===== config.mk =====
export PLATFORM = sky130hd
export DESIGN_NAME = tqla_queue
export DESIGN_NICKNAME = d
export VERILOG_FILES = /design/src/rtl/core/tqla_pkg.sv /design/src/rtl/core/tqla_queue.sv
export SDC_FILE = /design/constraint.sdc
export NUM_CORES = 1
export LEC_CHECK = 0
export ABC_AREA = 1
export BUFFER_PORTS_ARGS = -buffer_cell sky130_fd_sc_hd__buf_4
export CELL_PAD_IN_SITES_DETAIL_PLACEMENT = 1
export CELL_PAD_IN_SITES_GLOBAL_PLACEMENT = 1
export CORE_MARGIN = 3
export CORE_UTILIZATION = 45
export DETAILED_ROUTE_END_ITERATION = 10
export PLACE_DENSITY_LB_ADDON = 0.1
export SYNTH_ARGS = -nofsm -noshare
export SYNTH_HDL_FRONTEND = slang
export SYNTH_SLANG_ARGS = --single-unit

===== constraint.sdc =====
create_clock -name clk_i -period 6.7 [get_ports clk_i]
set_clock_uncertainty 0.1 [all_clocks]
set_input_delay 1.34 -clock clk_i [delete_from_list [all_inputs] [get_ports clk_i]]
set_output_delay 1.34 -clock clk_i [all_outputs]
set_load 0.1 [all_outputs]

===== src/rtl/core/tqla_pkg.sv =====
package tqla_pkg;

  localparam int NUM_BINS     = 16;
  localparam int BIN_W        = $clog2(NUM_BINS);
  localparam int ACTION_COUNT = 9;
  localparam int DEPTH        = NUM_BINS * ACTION_COUNT;
  localparam int ADDR_W       = $clog2(DEPTH);
  localparam int QUEUE_DEPTH  = 2;

  typedef enum logic [1:0] {
    CMD_ACT     = 2'd0,
    CMD_OBSERVE = 2'd1,
    CMD_UPDATE  = 2'd2,
    CMD_NONE    = 2'd3
  } cmd_e;

  typedef enum logic [1:0] {
    CFG_ALPHA   = 2'd0,
    CFG_GAMMA   = 2'd1,
    CFG_EPSILON = 2'd2,
    CFG_UNUSED  = 2'd3
  } cfg_reg_e;

  typedef enum logic [2:0] {
    S_IDLE, S_SCAN, S_DRAIN, S_MUL1, S_DIFF, S_MUL2, S_WRITE
  } back_state_e;

  // classified item handed from front to back
  typedef struct packed {
    cmd_e               cmd;
    logic [BIN_W-1:0]   bin_a;    // act bin or update bin_now
    logic [BIN_W-1:0]   bin_b;    // bootstrap row for update
    logic [3:0]         action;   // clamped action / random action
    logic               explore;
    logic signed [31:0] reward;
    logic               done;
  } item_t;

  typedef struct packed {
    logic [3:0]         action;
    logic signed [1:0]  bid;
    logic signed [1:0]  ask;
    logic signed [31:0] new_q;
    logic               written;
  } result_t;

  function automatic logic [BIN_W-1:0] clamp_bin(input logic [3:0] b);
    logic [31:0] w;
    w = 32'(b);
    if (w > 32'(NUM_BINS - 1)) w = 32'(NUM_BINS - 1);
    return w[BIN_W-1:0];
  endfunction

  function automatic logic [3:0] clamp_action(input logic [3:0] a);
    return (a > 4'(ACTION_COUNT - 1)) ? 4'(ACTION_COUNT - 1) : a;
  endfunction

  // action div 3 minus 1
  function automatic logic signed [1:0] bid_of(input logic [3:0] a);
    if (a < 4'd3) return -2'sd1;
    else if (a < 4'd6) return 2'sd0;
    else return 2'sd1;
  endfunction

  // action mod 3 minus 1
  function automatic logic signed [1:0] ask_of(input logic [3:0] a);
    logic signed [1:0] r;
    unique case (a)
      4'd0, 4'd3, 4'd6: r = -2'sd1;
      4'd1, 4'd4, 4'd7: r = 2'sd0;
      default:          r = 2'sd1;
    endcase
    return r;
  endfunction

endpackage


===== src/rtl/core/tqla_queue.sv =====
module tqla_queue (
  input  logic            clk_i,
  input  logic            rst_ni,
  input  logic            push_i,
  input  tqla_pkg::item_t item_i,
  output logic            full_o,
  input  logic            pop_i,
  output logic            valid_o,
  output tqla_pkg::item_t item_o
);

  localparam int PW = (tqla_pkg::QUEUE_DEPTH > 1) ? $clog2(tqla_pkg::QUEUE_DEPTH) : 1;

  tqla_pkg::item_t                             mem_q [tqla_pkg::QUEUE_DEPTH];
  logic [PW-1:0]                               wr_q, rd_q;
  logic [$clog2(tqla_pkg::QUEUE_DEPTH+1)-1:0]  cnt_q;

  assign full_o  = cnt_q == ($bits(cnt_q))'(tqla_pkg::QUEUE_DEPTH);
  assign valid_o = cnt_q != '0;
  assign item_o  = mem_q[rd_q];

  // storage
  always_ff @(posedge clk_i) begin
    if (push_i) mem_q[wr_q] <= item_i;
  end

  // pointers and fill count
  always_ff @(posedge clk_i or negedge rst_ni) begin
    if (!rst_ni) begin
      wr_q  <= '0;
      rd_q  <= '0;
      cnt_q <= '0;
    end else begin
      if (push_i) wr_q <= (wr_q == PW'(tqla_pkg::QUEUE_DEPTH - 1)) ? '0 : wr_q + 1'b1;
      if (pop_i)  rd_q <= (rd_q == PW'(tqla_pkg::QUEUE_DEPTH - 1)) ? '0 : rd_q + 1'b1;
      cnt_q <= cnt_q + ($bits(cnt_q))'(push_i) - ($bits(cnt_q))'(pop_i);
    end
  end

endmodule


==> flow_summary.json <==
{
  "drv_slew": 0,
  "use_met3": 0.0403,
  "ff2ff_setup_slack_ns": 4.75,
  "die_w_um": 100,
  "dpl_cell_area_um2": 4790,
  "hold_class": "flop to flop",
  "cts_resized": 0,
  "drtPass1Iterations": 4,
  "synth-seq-cells": 100,
  "fin_nets": 433,
  "worst_pin_slew_ns": 1.05,
  "drtIter0Drc": 81,
  "syn-num-nets": 330,
  "area_growth_pct": 25.3,
  "yosys-top-cells-area": "edfxtp_1, o21ai_2, inv_1",
  "die_area_um2": 10100,
  "report.final.setup_viol": 0,
  "wirelength_mm": 7.85,
  "maxCapViolCount": 0,
  "wl_per_cell_um": 16.1,
  "grt_pass1_vias": 2547,
  "start_util": 0.476,
  "root_buffer": "clkbuf_8",
  "status": "finished clean",
  "clk_path_buf_depth": 2,
  "post_cts_buffers": 0,
  "clk_latency_ns": 0.34,
  "yosys_warnings": 0,
  "async_reset_ff_frac": 0.0400,
  "whs_ns": 0.483,
  "fmax_ghz": 0.257,
  "tritoncts": "built",
  "grt_use_met2": 0.292,
  "synth.avg_cell_area_um2": 14.5,
  "yosysSeqAreaShare": 0.744,
  "hold_viol": 0,
  "grt_max_degree": 61,
  "final.period_utilization": 0.581,
  "antennaDiodeCount": 0,
  "worstSetupStartpoint": "rd_q",
  "cts_buffers": 9,
  "setup-tns-final_ns": 0,
  "worst-endpoint-required_ns": 5.26,
  "core-area_um2": 8420,
  "grt_pass1_wl_mm": 12.4,
  "rr_startpoint": "wr_q",
  "synth_ff_type": "edfxtp_1",
  "rsz0062_at_grt": "no",
  "h-tree-depth": 3,
  "synth_common_cells": "edfxtp_1, inv_1, nand2_2, o21ai_2, nand2_1",
  "arrival_ns": 2.45,
  "place_hpwl_mm": 5.16,
  "synth_top_cell_area_share": 0.719,
  "viasPerCell": 4.81,
  "endpoint": "item_o[39]",
  "relSlewSlack": 0.298,
  "drc": 0,
  "cts.sink_count": 100,
  "portBuffers": 101,
  "finalCriticalPeriod_ns": 3.89,
  "cts_hold_buffers": 0,
  "netlist_area_um2": 4010,
  "r2r-end": "mem_q[0][2]",
  "ant_nets": 0,
  "stdcell_count": 488,
  "synth.distinct_cells": 17,
  "synth_edf_count": 96,
  "top_usage_layer": "met2",
  "clk_pin_slew_ns": 0.09,
  "fp-row-count": 33,
  "dp.cells": 473,
  "grt.total_usage": 0.165,
  "synth_top_area_cell": "edfxtp_1",
  "cp-end-kind": "output port",
  "drive_above_1_share": 0.467,
  "rr_worst_depth": 2,
  "yosysMostFrequentCell": "edfxtp_1",
  "syn_inst": 276,
  "grt_util_met1": 0.188,
  "io_pins": 102,
  "crit_type": "flop to output port",
  "vias": 2347,
  "cp_max_fo": 60,
  "fin_area_um2": 5020,
  "gp_congestion": 0.689,
  "crit_path_start_kind": "flop",
  "antenna_found_initial": 0,
  "die_h_um": 100,
  "gr-total-overflow": 0
}
per-layer routing:
metal	part of all wire	vias up	wire length [um]
met1	0.38	1149	3000
met4	0.016	0	125
met3	0.060	8	470
met2	0.54	64	4250
li1	-	1126	-
met5	0	-	0
cell families (layout without fill, tap and decap cells):
group / Yosys count / count (layout) / share of synthesized area
xor gates and xnor gates: 2 / 2 / 0.00437
adders and majority gates: 2 / 2 / 0.00624
buffers and inverters: 66 / 173 / 0.0842
AOI/OAI and AO/OA: 48 / 48 / 0.0880
and+or+nand+nor: 58 / 58 / 0.0733
DFF: 100 / 100 / 0.744
state kept, by name (all words and copies together) (netlist names):
signal and flops:
wr_q 1, cnt_q 2, rd_q 1, mem_q 96
critical path: stages, from the launching register on:
cell     delay, ns
dfrtp_4       0.71
buf_4         0.80
nand2_1       0.12
o21ai_0       0.14
buf_4         0.33
area by class of cell:
class | count | area, um^2
Multi-Input combinational cell | 110 | 697
Clock buffer | 10 | 128
Inverter | 55 | 206
Timing Repair Buffer | 103 | 773
Tap cell | 105 | 131
Clock inverter | 5 | 101
Fill cell | 852 | 3400
Sequential cell | 100 | 2990
stage by stage:
stage	util	setup slack (ns)
CTS	0.596	2.75
global route	0.596	2.64
global placement	0.569	3.20
floorplan	-	2.50
finish	0.596	2.81
detailed placement	0.569	3.17
how the worst min path moves through the flow:
stage                     startpoint       end  slack (ns)  cells after the start
after floorplan                 wr_q      wr_q        0.36                      1
after global placement          wr_q      wr_q        0.43                      1
after detailed placement        wr_q      wr_q        0.44                      1
after CTS                   cnt_q[1]  cnt_q[1]        0.49                      3
after global routing        cnt_q[1]  cnt_q[1]        0.55                      3
final                       cnt_q[1]  cnt_q[1]        0.48                      3
cell usage in the layout (no fill, tap or decap), types with 2 or more instances in the layout:
master       n
buf_4      103
bufinv_16    3
clkbuf_8     9
dfrtp_1      3
edfxtp_1    96
ha_1         2
inv_1       54
nand2_1     25
nand2_2     30
o21ai_0     17
o21ai_2     30
xor2_1       2
Power is not shown: default switching activity piles up to over one toggle a cycle in this logic, so the estimate is an artifact.
