$ cat src/rtl/core/tqla_pkg.sv
package tqla_pkg;

  localparam int NUM_BINS     = 16;
  localparam int BIN_W        = $clog2(NUM_BINS);
  localparam int ACTION_COUNT = 9;
  localparam int DEPTH        = NUM_BINS * ACTION_COUNT;
  localparam int ADDR_W       = $clog2(DEPTH);
  localparam int QUEUE_DEPTH  = 2;

  typedef enum logic [1:0] {
    CMD_ACT     = 2'd0,
    CMD_OBSERVE = 2'd1,
    CMD_UPDATE  = 2'd2,
    CMD_NONE    = 2'd3
  } cmd_e;

  typedef enum logic [1:0] {
    CFG_ALPHA   = 2'd0,
    CFG_GAMMA   = 2'd1,
    CFG_EPSILON = 2'd2,
    CFG_UNUSED  = 2'd3
  } cfg_reg_e;

  typedef enum logic [2:0] {
    S_IDLE, S_SCAN, S_DRAIN, S_MUL1, S_DIFF, S_MUL2, S_WRITE
  } back_state_e;

  // classified item handed from front to back
  typedef struct packed {
    cmd_e               cmd;
    logic [BIN_W-1:0]   bin_a;    // act bin or update bin_now
    logic [BIN_W-1:0]   bin_b;    // bootstrap row for update
    logic [3:0]         action;   // clamped action / random action
    logic               explore;
    logic signed [31:0] reward;
    logic               done;
  } item_t;

  typedef struct packed {
    logic [3:0]         action;
    logic signed [1:0]  bid;
    logic signed [1:0]  ask;
    logic signed [31:0] new_q;
    logic               written;
  } result_t;

  function automatic logic [BIN_W-1:0] clamp_bin(input logic [3:0] b);
    logic [31:0] w;
    w = 32'(b);
    if (w > 32'(NUM_BINS - 1)) w = 32'(NUM_BINS - 1);
    return w[BIN_W-1:0];
  endfunction

  function automatic logic [3:0] clamp_action(input logic [3:0] a);
    return (a > 4'(ACTION_COUNT - 1)) ? 4'(ACTION_COUNT - 1) : a;
  endfunction

  // action div 3 minus 1
  function automatic logic signed [1:0] bid_of(input logic [3:0] a);
    if (a < 4'd3) return -2'sd1;
    else if (a < 4'd6) return 2'sd0;
    else return 2'sd1;
  endfunction

  // action mod 3 minus 1
  function automatic logic signed [1:0] ask_of(input logic [3:0] a);
    logic signed [1:0] r;
    unique case (a)
      4'd0, 4'd3, 4'd6: r = -2'sd1;
      4'd1, 4'd4, 4'd7: r = 2'sd0;
      default:          r = 2'sd1;
    endcase
    return r;
  endfunction

endpackage

$ cat src/rtl/core/tqla_front.sv
module tqla_front (
  input  logic                   s_valid_i,
  output logic                   s_ready_o,
  input  logic [1:0]             cmd_i,
  input  logic signed [15:0]     position_norm_i,
  input  logic [15:0]            rand_draw_i,
  input  logic [3:0]             rand_action_i,
  input  logic signed [31:0]     reward_i,
  input  logic                   episode_done_i,
  input  logic [3:0]             bin_now_i,
  input  logic [3:0]             action_index_i,
  input  logic [3:0]             bin_next_i,
  input  logic [15:0]            epsilon_i,
  input  logic                   full_i,
  output logic                   push_o,
  output tqla_pkg::item_t        item_o
);

  logic [15:0]                      shifted;
  logic [16+tqla_pkg::BIN_W-1:0]    bin_prod;
  tqla_pkg::cmd_e                   cmd;

  // inventory feature to bin: (pos + 32768) * (bins - 1) >> 16
  assign shifted  = {~position_norm_i[15], position_norm_i[14:0]};
  assign bin_prod = (16+tqla_pkg::BIN_W)'(shifted)
                  * (16+tqla_pkg::BIN_W)'(tqla_pkg::NUM_BINS - 1);
  assign cmd      = tqla_pkg::cmd_e'(cmd_i);

  assign s_ready_o = !full_i;
  assign push_o    = s_valid_i && !full_i;

  // classify by command
  always_comb begin
    item_o         = '0;
    item_o.cmd     = cmd;
    item_o.reward  = reward_i;
    item_o.done    = episode_done_i;
    unique case (cmd)
      tqla_pkg::CMD_ACT: begin
        item_o.bin_a   = bin_prod[16 +: tqla_pkg::BIN_W];
        item_o.action  = tqla_pkg::clamp_action(rand_action_i);
        item_o.explore = rand_draw_i < epsilon_i;
      end
      tqla_pkg::CMD_UPDATE: begin
        item_o.bin_a  = tqla_pkg::clamp_bin(bin_now_i);
        item_o.bin_b  = tqla_pkg::clamp_bin(bin_next_i);
        item_o.action = tqla_pkg::clamp_action(action_index_i);
        item_o.done   = 1'b0;
      end
      default: ;
    endcase
  end

endmodule

$ cat config.mk
export PLATFORM = sky130hd
export DESIGN_NAME = tqla_front
export DESIGN_NICKNAME = d
export VERILOG_FILES = /design/src/rtl/core/tqla_pkg.sv /design/src/rtl/core/tqla_front.sv
export SDC_FILE = /design/constraint.sdc
export NUM_CORES = 1
export LEC_CHECK = 0
export BUFFER_PORTS_ARGS = -buffer_cell sky130_fd_sc_hd__buf_2
export CAP_MARGIN = 0
export CORE_MARGIN = 2
export CORE_UTILIZATION = 40
export DETAILED_ROUTE_END_ITERATION = 16
export PLACE_DENSITY_LB_ADDON = 0.1
export SYNTH_ARGS = -nofsm -noshare
export SYNTH_HDL_FRONTEND = slang
export SYNTH_SLANG_ARGS = --single-unit
export TNS_END_PERCENT = 50
$ cat constraint.sdc
create_clock -name vclk -period 2.6
set_input_delay 0.13 -clock vclk [all_inputs]
set_output_delay 0.13 -clock vclk [all_outputs]
set_load 0.005 [all_outputs]
==> metrics.txt, run 1 <==
worst setup margin=-0.461 ns; sequential cells=0; WL final=4780 um; Clock Buffer Count=0; Starting Density=41.0%; Final TNS setup=-1.57 ns; sequential share of power=0%; leakage power=1.62 nW; flip-flop and latch area=0 um^2; CP Data Arrival Time=2.93 ns; switching power=0.000531 W; Hold Crit Class=in2out; Setup-failing EPs final=4; via count=2,042; Core Area=0.00544 mm^2; Startpoint Class=input port; hpwl dp=4250 um; initial antenna violation count=0; fin crit period=3.06 ns; vias in the first global route=1,921; syn_area_per_cell=8.10 um^2; drt first pass iters=4; nets=536; drt wl/cell=10.9 um; Clk pwr share=0%; most frequent cells in the layout=buf_2, inv_1, buf_4, ha_1, fa_1; hold buffer count at CTS=0; # port buffers=87; Filler cells=546; sequential area share after synthesis=0%; Final Hold Violating Endpoints=0; Mapped Nets=442; Slew Limit Fails=0; YS warnings=0; largest area contributor in the netlist=fa_1; GRT Total Usage=14.8%; Synth area leaders=fa_1, ha_1, buf_4; critical path launch point=position_norm_i[4]; unrepaired setup endpoints after global routing=yes; Worst slew margin=58.3%; first-pass GRT wire length=7850 um; Syn Std Cell Area=0.00223 mm^2; max_cap viols=0; final std cell area, no fill=0.00306 mm^2; DRC Markers=0; die area=0.00618 mm^2; f_max=327 MHz; dpl ws=-0.513 ns; share of the synthesized area in the top cell type=25.2%; diode count=0; fin crit share=118%; fraction of layout cells with a size suffix above 1=46.6%; post-route antenna net violation count=0; Int Power=0.000550 W; peak fanout along the critical path=4; Vias per Instance=4.65; Gate Count Post-Synth=275; DP Area=0.00282 mm^2; Peak VDD IR=0.213 mV; worst hold stages=0; crit path kind=in2out; PD cells=353 mW/mm^2; Final Util=56.2%; failing checks=setup timing; Initial DRC Count=21; largest net degree at the start of global routing=10; gpl congestion=0.740; leading cell type in the layout, fill and taps excluded=buf_2; Worst Max-Slew Pin Slew=0.624 ns; # rows=27; CP Capture Type=primary output; synthesis-to-layout area growth=37.2%; Required @ worst endpoint=2.47 ns; width of the chip=78.6 um; I/O Pins=151; Comb pwr share=100.0%; grt total ovfl=0; final hold slack=0.260 ns; Die H=78.6 um; Switching Share=49.1%; Netlist cell types=39; min-delay src=reward_i[19]; status=finished, violations left
[power groups by stage]
stage          Clock, W  Combinational [W]  Sequential (W)
2_1_floorplan         0           0.000623               0
6_report              0            0.00108               0
4_1_cts               0           0.000986               0
3_3_place_gp          0           0.000899               0
3_5_place_dp          0           0.000903               0
5_1_grt               0            0.00121               0
[synth_stat cells, drive strengths merged]
master and instances:
or3 2, nor2b 6, a31oi 1, mux2i 2, nor2 13, buf 34, or2 1, and4 1
o41ai 2, a41oi 1, nor3 2, a32o 1, a211oi 3, nand2b 2, clkbuf 2, ha 38
nand3 6, a2111oi 2, and2 4, o311ai 1, a21oi 16, o211ai 1, o21ai 11, nand4 3
o22ai 1, o21a 3, inv 64, a22oi 2, nand4b 1, a21o 7, fa 28, nor4 1
nand2 11, and3 2
[through the flow]
stage / cells / total power (W)
2_1_floorplan: 275 / 0.000623
3_3_place_gp: 431 / 0.000899
3_5_place_dp: 431 / 0.000903
4_1_cts: 437 / 0.000986
5_1_grt: 439 / 0.00121
6_report: 439 / 0.00108
[final timing paths]
path                         end  slack, ns
worst max-delay path  item_o[43]      -0.46
worst min-delay path  item_o[20]       0.26
[cell families (layout without fill, tap and decap cells)]
family          after synthesis  in the layout  share of synthesized area (%)
buf+inv                     100            192                           22.6
fa+ha+maj                    66             66                           46.5
simple gates                 55             55                           13.2
compound gates               52             52                           16.8
mux                           2              2                          0.898
[metal layers]
layer	wire length, um	vias up	track usage (%)
li1	-	1046	-
met1	1950	937	19.1
met2	2590	51	28.5
met3	198	8	0.345
met4	39	0	1.05
met5	0	-	0
[worst max-delay path, stage by stage]
cell and delay (ns):
buf_6 0.07, clkinvlp_4 0.12, fa_1 0.51, fa_1 0.57, inv_2 0.05, ha_4 0.29
nand3_4 0.08, o22ai_4 0.21, nor2_4 0.07, a2111oi_4 0.35, o21ai_1 0.09, a32o_1 0.25
buf_2 0.13
[layout make-up]
cell class	instances	area, um^2	share of cell area [%]
Tap cell	72	90.1	2.95
Inverter	64	263	8.60
Timing Repair Buffer	128	801	26.2
Multi-Input combinational cell	175	1900	62.3
[repair_timing]
action	CTS	global route
pin swaps	14	27
setup buffers	6	2
endpoints found under the setup margin	4	4
gates resized for setup	17	18
Note: power is estimated with default switching activity, not from simulation.
==> run 2, diff against run 1 <==
--- a/config.mk
+++ b/config.mk
@@ -12,4 +12,5 @@
 export DETAILED_ROUTE_END_ITERATION = 16
 export PLACE_DENSITY_LB_ADDON = 0.1
+export REMOVE_ABC_BUFFERS = 1
 export SYNTH_ARGS = -nofsm -noshare
 export SYNTH_HDL_FRONTEND = slang
==> constraint.sdc (replaced) <==
create_clock -name vclk -period 2.6
set_input_delay 0.52 -clock vclk [all_inputs]
set_output_delay 0.52 -clock vclk [all_outputs]
set_load 0.005 [all_outputs]
==> metrics.txt, run 2 (same netlist as run 1, synthesis figures left out) <==
status=finished, violations left; failing checks=setup timing; Final TNS setup=-4.33 ns; Vias per Instance=4.76; crit path cell chain=buf_2 > inv_4 > fa_1 > fa_1 > inv_1 > ha_1 > a21oi_2 > nor2b_4 > o41ai_4 > buf_4 > and3_4 > mux2i_1 > o311ai_1 > buf_2; via count=2,087; diode count=0; drt wl/cell=16.9 um; worst setup margin=-1.19 ns; most frequent cells in the layout=buf_2, inv_1, buf_4, fa_1, ha_1; nets=535; Core Area=0.00544 mm^2; Switching Share=49.2%; first-pass GRT wire length=10,700 um; fin crit share=146%; initial antenna violation count=0; fin crit period=3.79 ns; Final Hold Violating Endpoints=0; hold buffer count at CTS=0; peak fanout along the critical path=4; Filler cells=535; PD cells=359 mW/mm^2; sequential share of power=0%; Comb pwr share=100.0%; post-route antenna net violation count=0; buffers plus inverters on the worst setup path=5; vias in the first global route=1,973; largest net degree at the start of global routing=10; Clock Buffer Count=0; Worst Max-Slew Pin Slew=0.347 ns; Pwr Total=0.00113 W; CP top delay family=adder cells; leakage power=1.65 nW; CP max stage delay=0.51 ns; max_cap viols=0; I/O Pins=151; CP max-delay cell=fa_1; gpl congestion=0.832; synthesis-to-layout area growth=40.9%; GRT Total Usage=22.9%; CP Capture Type=primary output; Clk pwr share=0%; Worst slew margin=76.7%; switching power=0.000555 W; Initial DRC Count=19; hpwl dp=6490 um; Int Power=0.000572 W; crit path kind=in2out; drt first pass iters=7; f_max=264 MHz; flip-flop and latch area=0 um^2; fraction of layout cells with a size suffix above 1=50.3%; Startpoint Class=input port; final hold slack=1.04 ns; Hold Crit Class=in2out; Required @ worst endpoint=2.08 ns; Starting Density=41.0%; WL final=7390 um; leading cell type in the layout, fill and taps excluded=buf_2; grt total ovfl=0; Slew Limit Fails=0; unrepaired setup endpoints after global routing=yes; sequential cells=0; DRC Markers=0; Setup-failing EPs final=4; CP Data Arrival Time=3.27 ns; multi-input logic area=0.00195 mm^2; Die H=78.6 um; die area=0.00618 mm^2; # port buffers=87; # rows=27; width of the chip=78.6 um; Peak VDD IR=0.270 mV
-- run 2: cell types whose count changed in the layout (fill, tap and decap cells not counted), sizes merged --
cell / delta
buf: -1
clkinvlp: -6
inv: +6
-- run 2: worst paths after layout --
path,from,to,cells after the start
worst max-delay path,position_norm_i[8],item_o[44],14
worst min-delay path,reward_i[11],item_o[12],0
-- run 2: layout make-up --
class	instances	share of cell area [%]
Timing Repair Buffer	127	26.1
Inverter	64	8.85
Multi-Input combinational cell	175	62.2
Tap cell	72	2.87
-- run 2: routing by layer --
layer	share of wire (%)	GRT usage [%]	routed length (um)	vias to the layer above
li1	-	-	-	1048
met1	27	18.7	2010	936
met2	52	42.5	3810	97
met3	18	17.9	1360	6
met4	2.8	5.09	206	0
met5	0	0	0	-
-- run 2: what timing repair did --
item | CTS | global route
pin swaps | 15 | 44
resized for setup | 30 | 53
endpoints found under the setup margin | 4 | 5
setup buffers | 4 | 2
-- run 2: stage by stage --
stage | setup slack, ns | instance area [um^2] | cells | util (%)
floorplan | -0.944 | 1970 | 239 | -
global route | -1.33 | 3140 | 438 | 57.7
global placement | -1.32 | 2750 | 432 | 50.5
detailed placement | -1.33 | 2750 | 432 | 50.5
finish | -1.19 | 3140 | 438 | 57.7
CTS | -1.17 | 2880 | 436 | 53.0
-- run 2: power groups by stage --
stage               registers [W]  logic [W]  clock network [W]
floorplan                       0   0.000543                  0
global placement                0   0.000842                  0
detailed placement              0   0.000849                  0
CTS                             0   0.000947                  0
global route                    0    0.00126                  0
finish                          0    0.00113                  0
==> run 3, diff against run 2 <==
- BUFFER_PORTS_ARGS: -buffer_cell sky130_fd_sc_hd__buf_2 -> not set
- CORE_UTILIZATION: 40 -> 66
- DONT_BUFFER_PORTS: not set -> 1
- clock period: 2.6 -> 4 ns (I/O delays scaled with it)
==> metrics.txt, run 3 (same netlist as run 1, synthesis figures left out) <==
status=finished, violations left; failing checks=setup timing; Final Hold Violating Endpoints=0; fin crit period=4.24 ns; sequential cells=0; width of the chip=62.1 um; buffers plus inverters on the worst setup path=2; vias in the first global route=1,862; Required @ worst endpoint=3.20 ns; largest net degree at the start of global routing=10; grt total ovfl=0; drt wl/cell=22.1 um; fin crit share=106%; Startpoint Class=input port; diode count=0; leakage power=1.22 nW; flip-flop and latch area=0 um^2; die area=0.00386 mm^2; synthesis-to-layout area growth=13.2%; initial antenna violation count=0; CP Data Arrival Time=3.44 ns; first-pass GRT wire length=10,300 um; WL final=7000 um; Vias per Instance=5.92; Setup-failing EPs final=4; Core Area=0.00328 mm^2; Initial DRC Count=44; final hold slack=1.60 ns; gpl congestion=0.894; max_cap viols=0; via count=1,876; Slew Limit Fails=0; DRC Markers=0; post-route antenna net violation count=0; leading cell type in the layout, fill and taps excluded=inv_1; # port buffers=0; fraction of layout cells with a size suffix above 1=29.9%; PD cells=263 mW/mm^2; # rows=21; Worst Max-Slew Pin Slew=0.524 ns; I/O Pins=151; Worst slew margin=65.0%; peak fanout along the critical path=4; Hold Crit Class=in2out; worst setup margin=-0.240 ns; drt first pass iters=4; Starting Density=67.8%; dpl ws=-0.263 ns; crit path cell chain=clkinvlp_4 > fa_1 > fa_1 > inv_2 > ha_4 > and4_4 > and3_4 > a41oi_2 > a31oi_2 > mux2i_1 > o311ai_2; Clock Buffer Count=0; CP max-delay cell=fa_1; CP max stage delay=0.56 ns; f_max=236 MHz; Peak VDD IR=0.205 mV; hpwl dp=6080 um; GRT Total Usage=35.6%; CP most frequent cell=fa_1; Die H=62.1 um; Filler cells=238; unrepaired setup endpoints after global routing=yes; CP Capture Type=primary output; crit path kind=in2out; nets=440; most frequent cells in the layout=inv_1, ha_1, buf_4, fa_1, nor2_1; CP top delay family=adder cells
-- run 3: cell count changes in the layout (fill, tap and decap cells not counted), sizes merged --
cell      previous run  this run
buf                127        32
clkinvlp             0         8
inv                 64        56
-- run 3: path summary, 6_finish.rpt --
kind	start	endpoint	slack, ns	cells past startpoint
max	position_norm_i[13]	item_o[44]	-0.24	11
min	cmd_i[0]	item_o[46]	1.60	0
-- run 3: cell type report --
cell class,count,area (um^2),share of cell area [%]
repair buffers,32,251,9.97
inverters,64,270,10.7
multi-input cells,175,1940,77.0
well taps,46,57.6,2.28
-- run 3: per-stage QoR --
step	area [um^2]	power, W	instances	setup TNS, ns	utilization (%)
2_1_floorplan	1970	0.000353	239	-0.241	-
3_3_place_gp	2220	0.000491	311	-0.658	67.5
3_5_place_dp	2220	0.000501	311	-0.877	67.5
4_1_cts	2450	0.000607	315	-0.589	74.5
5_1_grt	2520	0.000738	317	-1.21	76.8
6_report	2520	0.000664	317	-0.691	76.8
-- run 3: what timing repair did --
action,CTS,global route
hold buffers,0,0
setup endpoints to repair,4,4
gates resized for setup,36,13
pin swaps,19,8
buffers inserted,4,2
-- run 3: power breakdown --
group | total [W] | internal [W] | leakage, nW | switching (W)
sequential | 0 | 0 | 0 | 0
clock | 0 | 0 | 0 | 0
combinational | 0.000664 | 0.000316 | 1.22 | 0.000348
total | 0.000664 | 0.000316 | 1.22 | 0.000348
-- run 3: layer usage --
layer	vias to the layer above	global-route usage, %	share of wire (%)
li1	856	-	-
met1	862	27.4	24
met2	134	66.8	53
met3	24	22.3	15
met4	0	18.6	7.5
met5	-	0	0
